==> src/rtl/core/ptsch_pkg.sv <==
// Types, constants and helpers for the priority task scheduler.
`default_nettype none
package ptsch_pkg;

    localparam int TASK_SLOTS = 8;
    localparam int SLOT_W     = (TASK_SLOTS > 1) ? $clog2(TASK_SLOTS) : 1;
    localparam int TOTAL_W    = $clog2(TASK_SLOTS + 1);

    localparam int OP_W     = 3;
    localparam int FUNC_W   = 8;
    localparam int PRIO_W   = 3;
    localparam int TICK_W   = 32;
    localparam int STATUS_W = 3;
    localparam int IDX_W    = 3;

    localparam int S_DATA_W = 48;
    localparam int M_DATA_W = 40;

    typedef enum logic [1:0] {
        ST_READY     = 2'd0,
        ST_RUNNING   = 2'd1,
        ST_SLEEPING  = 2'd2,
        ST_SUSPENDED = 2'd3
    } task_state_t;

    typedef enum logic [OP_W-1:0] {
        OP_TICK     = 3'd0,
        OP_DISPATCH = 3'd1,
        OP_ADD      = 3'd2,
        OP_SUSPEND  = 3'd3,
        OP_RESUME   = 3'd4,
        OP_SLEEP    = 3'd5,
        OP_FINISH   = 3'd6
    } opcode_t;

    typedef enum logic [STATUS_W-1:0] {
        STAT_OK         = 3'd0,
        STAT_FULL       = 3'd1,
        STAT_NO_MATCH   = 3'd2,
        STAT_NONE_READY = 3'd3,
        STAT_NO_CURRENT = 3'd4
    } status_t;

    typedef enum logic [1:0] {
        FSM_IDLE,
        FSM_SCAN,
        FSM_MARK,
        FSM_RESP
    } fsm_t;

    typedef struct packed {
        task_state_t         state;
        logic [PRIO_W-1:0]   prio;
        logic [FUNC_W-1:0]   func;
        logic [TICK_W-1:0]   sleep_left;
        logic [TICK_W-1:0]   last_start;
    } entry_t;

    // Low bits of a slot number as reported on the result word.
    function automatic logic [IDX_W-1:0] to_index(input logic [SLOT_W-1:0] slot);
        logic [SLOT_W+IDX_W-1:0] wide;
        wide = (SLOT_W + IDX_W)'(slot);
        return wide[IDX_W-1:0];
    endfunction

endpackage
`default_nettype wire

==> src/rtl/core/ptsch_cell.sv <==
// One task slot of the rotating task table.
`default_nettype none
module ptsch_cell (
    input  wire logic             aclk,
    input  wire logic             shift_en,
    input  ptsch_pkg::entry_t     entry_in,
    output ptsch_pkg::entry_t     entry_out
);
    import ptsch_pkg::*;

    entry_t entry_reg;
    entry_t entry_next;

    always_comb begin
        entry_next = shift_en ? entry_in : entry_reg;
    end

    always_ff @(posedge aclk) begin
        entry_reg <= entry_next;
    end

    assign entry_out = entry_reg;

endmodule
`default_nettype wire

==> src/rtl/core/ptsch_ctrl.sv <==
// Sequencer, head-of-ring update logic and result register of the scheduler.
`default_nettype none
module ptsch_ctrl (
    input  wire logic                            aclk,
    input  wire logic                            aresetn,
    input  wire logic                            s_tvalid,
    output logic                                 s_tready,
    input  wire logic [ptsch_pkg::S_DATA_W-1:0]  s_tdata,
    output logic                                 m_tvalid,
    input  wire logic                            m_tready,
    output logic [ptsch_pkg::M_DATA_W-1:0]       m_tdata,
    output logic                                 shift_en,
    input  ptsch_pkg::entry_t                    head_q,
    output ptsch_pkg::entry_t                    tail_d
);
    import ptsch_pkg::*;

    fsm_t                fsm_reg, fsm_next;
    logic [SLOT_W-1:0]   pos_reg, pos_next;
    opcode_t             op_reg;
    logic [FUNC_W-1:0]   fid_reg;
    logic [PRIO_W-1:0]   prio_reg;
    logic [TICK_W-1:0]   ticks_reg;
    logic                found_reg, found_next;
    logic [SLOT_W-1:0]   pick_reg, pick_next;
    logic [PRIO_W-1:0]   best_reg, best_next;
    logic [TICK_W-1:0]   tick_reg;
    logic [TOTAL_W-1:0]  total_reg;
    logic                cur_valid_reg;
    logic [SLOT_W-1:0]   cur_slot_reg;
    status_t             res_status_reg, res_status_next;
    logic [IDX_W-1:0]    res_idx_reg, res_idx_next;
    logic                m_tvalid_reg;
    logic [M_DATA_W-1:0] m_data_reg;

    logic accept;
    logic last_pos;
    logic in_tbl;
    logic at_cur;
    logic full;
    logic out_free;

    assign accept   = s_tvalid && s_tready;
    assign last_pos = (pos_reg == SLOT_W'(TASK_SLOTS - 1));
    assign in_tbl   = (TOTAL_W'(pos_reg) < total_reg);
    assign at_cur   = cur_valid_reg && (pos_reg == cur_slot_reg);
    assign full     = (total_reg == TOTAL_W'(TASK_SLOTS));
    assign out_free = !m_tvalid_reg || m_tready;

    // Next state.
    always_comb begin
        fsm_next = fsm_reg;
        unique case (fsm_reg)
            FSM_IDLE: begin
                if (s_tvalid) fsm_next = FSM_SCAN;
            end
            FSM_SCAN: begin
                if (last_pos) begin
                    fsm_next = (op_reg == OP_DISPATCH && found_next) ? FSM_MARK : FSM_RESP;
                end
            end
            FSM_MARK: begin
                if (last_pos) fsm_next = FSM_RESP;
            end
            FSM_RESP: begin
                if (out_free) fsm_next = FSM_IDLE;
            end
            default: fsm_next = FSM_IDLE;
        endcase
    end

    // State outputs.
    always_comb begin
        s_tready = (fsm_reg == FSM_IDLE);
        shift_en = (fsm_reg == FSM_SCAN) || (fsm_reg == FSM_MARK);
    end

    // Update the slot at the head of the ring and feed it back to the tail.
    always_comb begin
        task_state_t st;
        st         = head_q.state;
        tail_d     = head_q;
        found_next = found_reg;
        pick_next  = pick_reg;
        best_next  = best_reg;
        if (fsm_reg == FSM_SCAN) begin
            unique case (op_reg)
                OP_TICK: begin
                    if (in_tbl && head_q.state == ST_SLEEPING) begin
                        if (head_q.sleep_left != '0) begin
                            tail_d.sleep_left = head_q.sleep_left - TICK_W'(1);
                        end
                        if (head_q.sleep_left <= TICK_W'(1)) tail_d.state = ST_READY;
                    end
                end
                OP_DISPATCH: begin
                    if (in_tbl) begin
                        // retire the current task before choosing
                        if (at_cur && st == ST_RUNNING) st = ST_READY;
                        tail_d.state = st;
                        if (st == ST_READY && head_q.prio > best_reg) begin
                            best_next  = head_q.prio;
                            pick_next  = pos_reg;
                            found_next = 1'b1;
                        end
                    end
                end
                OP_ADD: begin
                    if (!full && TOTAL_W'(pos_reg) == total_reg) begin
                        tail_d.state      = ST_READY;
                        tail_d.prio       = prio_reg;
                        tail_d.func       = fid_reg;
                        tail_d.sleep_left = '0;
                        tail_d.last_start = '0;
                    end
                end
                OP_SUSPEND, OP_RESUME: begin
                    if (in_tbl && !found_reg && head_q.func == fid_reg) begin
                        tail_d.state = (op_reg == OP_SUSPEND) ? ST_SUSPENDED : ST_READY;
                        found_next   = 1'b1;
                        pick_next    = pos_reg;
                    end
                end
                OP_SLEEP: begin
                    if (at_cur) begin
                        tail_d.state      = ST_SLEEPING;
                        tail_d.sleep_left = ticks_reg;
                    end
                end
                OP_FINISH: begin
                    if (at_cur && head_q.state == ST_RUNNING) tail_d.state = ST_READY;
                end
                default: begin
                end
            endcase
        end else if (fsm_reg == FSM_MARK && pos_reg == pick_reg) begin
            tail_d.state      = ST_RUNNING;
            tail_d.last_start = tick_reg;
        end
    end

    // Result of the item, taken at the end of the scan pass.
    always_comb begin
        res_status_next = STAT_OK;
        res_idx_next    = '0;
        unique case (op_reg)
            OP_DISPATCH: begin
                if (found_next) res_idx_next = to_index(pick_next);
                else            res_status_next = STAT_NONE_READY;
            end
            OP_ADD: begin
                if (full) res_status_next = STAT_FULL;
                else      res_idx_next    = to_index(SLOT_W'(total_reg));
            end
            OP_SUSPEND, OP_RESUME: begin
                if (found_next) res_idx_next = to_index(pick_next);
                else            res_status_next = STAT_NO_MATCH;
            end
            OP_SLEEP, OP_FINISH: begin
                if (cur_valid_reg) res_idx_next = to_index(cur_slot_reg);
                else               res_status_next = STAT_NO_CURRENT;
            end
            default: begin
            end
        endcase
    end

    always_comb begin
        pos_next = pos_reg;
        if (accept) pos_next = '0;
        else if (shift_en) pos_next = last_pos ? '0 : pos_reg + SLOT_W'(1);
    end

    always_ff @(posedge aclk) begin
        if (!aresetn) begin
            fsm_reg       <= FSM_IDLE;
            tick_reg      <= '0;
            total_reg     <= '0;
            cur_valid_reg <= 1'b0;
            cur_slot_reg  <= '0;
            m_tvalid_reg  <= 1'b0;
        end else begin
            fsm_reg <= fsm_next;
            if (accept && s_tdata[2:0] == OP_TICK) tick_reg <= tick_reg + TICK_W'(1);
            if (fsm_reg == FSM_SCAN && last_pos) begin
                unique case (op_reg)
                    OP_DISPATCH: begin
                        cur_valid_reg <= found_next;
                        if (found_next) cur_slot_reg <= pick_next;
                    end
                    OP_ADD: begin
                        if (!full) total_reg <= total_reg + TOTAL_W'(1);
                    end
                    OP_FINISH: begin
                        cur_valid_reg <= 1'b0;
                    end
                    default: begin
                    end
                endcase
            end
            if (fsm_reg == FSM_RESP && out_free) m_tvalid_reg <= 1'b1;
            else if (m_tready) m_tvalid_reg <= 1'b0;
        end
    end

    always_ff @(posedge aclk) begin
        pos_reg <= pos_next;
        if (accept) begin
            op_reg    <= opcode_t'(s_tdata[2:0]);
            fid_reg   <= s_tdata[10:3];
            prio_reg  <= s_tdata[13:11];
            ticks_reg <= s_tdata[45:14];
            found_reg <= 1'b0;
            pick_reg  <= '0;
            best_reg  <= '0;
        end else if (fsm_reg == FSM_SCAN) begin
            found_reg <= found_next;
            pick_reg  <= pick_next;
            best_reg  <= best_next;
        end
        if (fsm_reg == FSM_SCAN && last_pos) begin
            res_status_reg <= res_status_next;
            res_idx_reg    <= res_idx_next;
        end
        if (fsm_reg == FSM_RESP && out_free) begin
            m_data_reg <= {2'b00, tick_reg, res_idx_reg, res_status_reg};
        end
    end

    assign m_tvalid = m_tvalid_reg;
    assign m_tdata  = m_data_reg;

endmodule
`default_nettype wire

==> src/rtl/core/priority_task_scheduler.sv <==
// Top level of the fixed-priority task scheduler: ring of slot cells plus controller.
// Use:
//   Slave channel s_*: one command word per task-kernel event (tick, dispatch,
//   add, suspend, resume, sleep, finish). Master channel m_*: exactly one
//   result word per command, in command order.
//   The task table is a ring of TASK_SLOTS cells that rotates one slot per cycle,
//   while a scan or mark pass runs, past the update logic at its head. A dispatch
//   that picks a task takes a second pass to mark it running. s_tready is high only
//   while no command is in work. A finished result waits in the output register;
//   the next command is taken meanwhile, and its own result waits in the controller
//   until the register frees.
//   Reset (aresetn low, synchronous): table empty, tick count zero, no current
//   task, no result pending. No clearing pass is needed.
`default_nettype none
module priority_task_scheduler (
    input  wire logic                            aclk,
    input  wire logic                            aresetn,
    input  wire logic                            s_tvalid,
    output logic                                 s_tready,
    // opcode[2:0], func_id[10:3], priority_req[13:11], sleep_ticks[45:14], zero[47:46]
    input  wire logic [ptsch_pkg::S_DATA_W-1:0]  s_tdata,
    output logic                                 m_tvalid,
    input  wire logic                            m_tready,
    // status[2:0], task_index[5:3], tick_now[37:6], zero[39:38]
    output logic [ptsch_pkg::M_DATA_W-1:0]       m_tdata
);
    import ptsch_pkg::*;

    logic   shift_en;
    entry_t cell_q [TASK_SLOTS];
    entry_t cell_d [TASK_SLOTS];
    entry_t tail_d;

    for (genvar i = 0; i < TASK_SLOTS; i++) begin : g_ring
        if (i == TASK_SLOTS - 1) begin : g_tail
            assign cell_d[i] = tail_d;
        end else begin : g_mid
            assign cell_d[i] = cell_q[i+1];
        end
        ptsch_cell u_cell (
            .aclk      (aclk),
            .shift_en  (shift_en),
            .entry_in  (cell_d[i]),
            .entry_out (cell_q[i])
        );
    end

    ptsch_ctrl u_ctrl (
        .aclk     (aclk),
        .aresetn  (aresetn),
        .s_tvalid (s_tvalid),
        .s_tready (s_tready),
        .s_tdata  (s_tdata),
        .m_tvalid (m_tvalid),
        .m_tready (m_tready),
        .m_tdata  (m_tdata),
        .shift_en (shift_en),
        .head_q   (cell_q[0]),
        .tail_d   (tail_d)
    );

endmodule
`default_nettype wire

==> config.mk <==
export PLATFORM = sky130hd
export DESIGN_NAME = priority_task_scheduler
export DESIGN_NICKNAME = d
export VERILOG_FILES = /design/src/rtl/core/ptsch_pkg.sv /design/src/rtl/core/ptsch_cell.sv /design/src/rtl/core/ptsch_ctrl.sv /design/src/rtl/core/priority_task_scheduler.sv
export SDC_FILE = /design/constraint.sdc
export NUM_CORES = 1
export LEC_CHECK = 0
export BUFFER_PORTS_ARGS = -buffer_cell sky130_fd_sc_hd__buf_2
export CORE_ASPECT_RATIO = 1.25
export CORE_MARGIN = 2
export CORE_UTILIZATION = 60
export CTS_BUF_LIST = sky130_fd_sc_hd__clkbuf_8
export CTS_CLUSTER_SIZE = 14
export DETAILED_ROUTE_END_ITERATION = 10
export PLACE_DENSITY = 0.78
export RECOVER_POWER = 50
export SYNTH_ARGS = -nofsm -noshare
export SYNTH_HDL_FRONTEND = slang
export SYNTH_SLANG_ARGS = --single-unit
==> constraint.sdc <==
create_clock -name aclk -period 27.1 [get_ports aclk]
set_input_delay 6.775 -clock aclk [delete_from_list [all_inputs] [get_ports aclk]]
set_output_delay 6.775 -clock aclk [all_outputs]
set_load 0.01 [all_outputs]
# After elaboration in Yosys (flattened, before gate mapping)
# Index checks and enable logic that the tools add are counted.
# classes
add_sub_neg	4
n_lt_le_gt_ge	3
n_eq_ne	21
muxes	52
bitwise	1
reduce_logical	33
# op_table
cell	n
2-to-1 mux 32 bit	6
case mux 32 bit (3 select lines)	1
2-to-1 mux 77 bit	1
2-to-1 mux 43 bit	1
2-to-1 mux 2 bit	18
adder 32 x 1 -> 32 bit (second input constant)	1
<= comparator 32 x 1 -> 1 bit (second input constant)	1
nonzero test 32 bit	1
subtractor 32 x 1 -> 32 bit (second input constant)	1
2-to-1 mux 3 bit	9
logical AND 1 bit	13
== test 3 bit (second input constant)	4
case mux 2 bit (6 select lines)	1
case mux 3 bit (4 select lines)	1
2-to-1 mux 11 bit	1
case mux 3 bit (3 select lines)	1
== test 8 bit	1
2-to-1 mux 1 bit	8
case mux 2 bit (4 select lines)	1
AND reduction 4 bit	2
== test 2 bit (second input constant)	3
== test 3 x 2 -> 1 bit (second input constant)	2
== test 3 bit	2
logical NOT 3 bit	2
21 further kinds	32
# word_totals
reg_bits	759
inputBits	52
out_inout_bits	42

# Longest topological paths before layout
# depth
word_depth	17
mapped_depth	10

# Modules after synthesis
# Synthesis repeated with hierarchy kept, for this count alone.
# hier_totals
hier_cells	1428
hier_area_um2	26317.7
# modules_own_cells
module	instances	cells_per_inst	area_each_um2	seq_area_each_um2
ptsch_cell	8	77	2312.2	2312.2
ptsch_ctrl	1	812	7820.0	3763.6

# Worst setup path before layout
# OpenSTA, ideal clock, no wires.
# synth_timing
path_type	input -> register
start	input m_tready
end	register u_ctrl.m_data_reg[0], in the netlist u_ctrl.m_tdata[0], enable pin
setup_time_ns	0.438
arrival_time_ns	8.546
required_ns	26.662
path_slack_ns	18.116
path_stages	2
n_path_buf	0
path_cell_list	nor2b_1 > nor2b_1
# synth_between
elab_chain_cells	2
# synth_lines
item	line	text
start, declared	priority_task_scheduler.sv:23	input wire logic m_tready,
logical OR 1 bit	ptsch_ctrl.sv:48	assign out_free = !m_tvalid_reg || m_tready;
logical AND 1 bit	ptsch_ctrl.sv:225	if (fsm_reg == FSM_RESP && out_free) begin
end signal, assigned	ptsch_ctrl.sv:226	m_data_reg <= {2'b00, tick_reg, res_idx_reg, res_status_reg};
end, declared	ptsch_ctrl.sv:34	logic [M_DATA_W-1:0] m_data_reg;
# Every way passes these cells.
# A chain may end at the register's enable or synchronous reset.

# Worst setup path in the final report
# layout_timing
start	input s_tvalid
end	register u_ctrl.tick_reg[31]
# layout_between
elab_chain_cells	2
# layout_lines
item	line	text
start, declared	priority_task_scheduler.sv:18	input wire logic s_tvalid,
logical AND 1 bit	ptsch_ctrl.sv:43	assign accept = s_tvalid && s_tready;
logical AND 1 bit	ptsch_ctrl.sv:184	if (accept && s_tdata[2:0] == OP_TICK) tick_reg <= tick_reg + TICK_W'(1);
end signal, assigned	ptsch_ctrl.sv:184	
end, declared	ptsch_ctrl.sv:27	logic [TICK_W-1:0] tick_reg;
# Every way passes these cells.

==> impl_metrics.ini <==
[outcome]
violations = max-capacitance violations, max-slew violations
outcome = finished, violations left

[setup_path]
crit_arrival_ns = 9.42
cp_max_fo = 32
max_stage_delay_ns = 0.61
end_kind = flop
path_class = primary input to flop
path_cells = buf_2 -> and2_2 -> buf_4 -> and3_1 -> nand3_1 -> nor4_1 -> xor2_1 -> and2_1
critPathSlowestCell = and2_2
worst_setup_path_start_kind = primary input
critPathRequiredTime_ns = 27.59

[power]
ir_drop_uv = 120
finalPower_mw = 2.42
power.density_nw_per_um2 = 118
power.static_leakage_nw = 7.07

[global_route]
grt_usage = 0.200
grt_antenna_before_repair = 0
overflow = 0
grt_max_degree = 92
grt_pass1_wl_um = 48500
grt_pass1_vias = 9104

[sta]
post-route-period-util = 0.330
hold_viol = 0
final.setup.tns_ns = 0
setup_viol = 0
slew_headroom = -1.32
worst_pin_slew_ns = 3.49
fin_crit_ns = 8.93
fmax_mhz = 112
rsz0062_at_grt = no
skew_ns = 0.0335
final_max_slew_viol_count = 158

[drt]
post-route-drc-count = 0
routed_wl_um = 31100
drtAntennaViolNets = 0
drt_iter0_drc = 988
vias = 9468
drt-pass1-iter-count = 5
via_per_inst = 5.70
wl_per_cell_um = 18.7

[run]
cap_violations = 2

[placed_design]
dp.cells = 1528
gp_congestion = 0.869
place_hpwl_um = 19400
port_buffers = 89

[cells_and_area]
diodes = 0
final_cell_mix = edfxtp_1, buf_2, clkbuf_8, dfxtp_1, nand2_1
largest_reg_flops = 360
fin_nets = 1272
final_core_util = 0.681
drive_gt1_frac = 0.176
layout_commonest_cell = edfxtp_1
area_delta_synth_final_pct = 12.1
fin_cells = 1661

[clocking]
clockRootBuffer = clkbuf_8
post_cts_buffers = 0
cts-hold-fix-buffers = 0
clock-sinks = 503
cts_tree = yes
clk_path_buf_depth = 3
cts_made_buffers = 73
cts-resized-gates = 0
clkTransAtPathRegs_ns = 0.06
cts.htree.levels = 3
clk_latency_ns = 0.61

[floorplanning]
start_util = 0.608
core_sq_um = 30000
die_y_um = 199
rows = 71
pin_count = 94
dieArea_sq_um = 31800
fp.dieW_um = 160

[logic_synthesis]
synth_edf_count = 450
yosysUniqueCellTypes = 70
avgSynthCellArea_sq_um = 17.2
synth_warnings = 0
ys_seq_elements = 503
ys_seq_area_frac = 0.798
synthArstFlopShare = 0
syn_area_sq_um = 18300
syn_inst = 1063
synth_top_flop_cell = edfxtp_1

[hold_path]
min_path_type = flop to flop
==> metrics by stage <==
step	hold WS [ns]	setup WS (ns)	instance area [sq um]
2_1_floorplan	0.400	18.12	18300
3_3_place_gp	0.401	17.56	19100
3_5_place_dp	0.405	17.58	19100
4_1_cts	0.405	18.22	20500
5_1_grt	0.414	18.00	20500
6_report	0.409	18.17	20500
==> path summary, 6_finish.rpt <==
check,start,to,slack (ns),cells after the start
setup / recovery,s_tvalid,u_ctrl.tick_reg[31]$_SDFFE_PN0P_,18.17,8
hold / removal,g_ring[5].u_cell.entry_out[54]$_DFFE_PP_,g_ring[4].u_cell.entry_out[54]$_DFFE_PP_,0.41,0
setup reg to reg,u_ctrl.fsm_reg[0]$_SDFFE_PN0P_,g_ring[5].u_cell.entry_out[36]$_DFFE_PP_,20.15,4
hold reg to reg,g_ring[5].u_cell.entry_out[54]$_DFFE_PP_,g_ring[4].u_cell.entry_out[54]$_DFFE_PP_,0.41,0
==> worst max-delay path: cells and delay by family <==
kind / cells / cell delay, ns
buf+inv: 2 / 0.61
xor+xnor: 1 / 0.11
simple gates: 5 / 1.91
==> layer usage <==
metal	vias to the layer above	wire, um	track usage
li1	4432	-	-
met2	324	14700	0.305
met5	-	0	0
met3	77	1660	0.0338
met1	4635	13700	0.283
met4	0	1070	0.101
==> synth_stat cells, types with 4 or more instances <==
library cell	instances	area [sq um]
buf_2	4	20.0
and4_1	6	52.6
nor4_1	17	106
nand3b_1	4	30.0
buf_4	4	30.0
or3_1	11	68.8
mux2_2	11	124
dfxtp_1	53	1060
a221o_1	4	40.0
nand4_1	23	144
nand3_1	31	155
a22oi_1	12	90.1
ha_1	18	225
o211ai_1	10	75.1
o311ai_0	19	166
xor2_1	23	201
xnor2_1	26	228
o21ai_0	25	125
edfxtp_1	450	13500
nand2_1	51	191
nor3_1	16	80.1
mux2i_1	11	110
o21a_1	7	52.6
nor2b_1	12	75.1
nor2_1	40	150
inv_1	19	71.3
and2_1	34	213
or2_2	4	25.0
nand2b_1	4	25.0
a31oi_1	7	43.8
clkbuf_1	23	86.3
and3_1	13	81.3
a21oi_1	14	70.1
==> cell families after synthesis <==
group	after synthesis	synth area share
AOI/OAI and AO/OA	134	0.0541
xor gates and xnor gates	49	0.0235
muxes	22	0.0128
buffers and inverters	53	0.0132
DFF	503	0.798
adders and majority gates	18	0.0123
other	1	0.000205
and+or+nand+nor	283	0.0854
==> final cells by class <==
type	count	area (sq um)
clock buffer	78	1070
clock inverter	55	278
fill	2033	9570
inverter	19	71.3
multi-input combinational	508	3460
sequential	503	14600
tap	401	502
timing repair buffer	97	502
==> power breakdown <==
group / switching (mW) / internal (mW) / leakage [nW] / total (mW)
logic: 0.267 / 0.0825 / 1.60 / 0.349
clock network: 0.270 / 0.278 / 0.784 / 0.548
registers: 0.141 / 1.38 / 4.68 / 1.53
total: 0.678 / 1.75 / 7.07 / 2.42
Power figures use the tool's default switching activity.
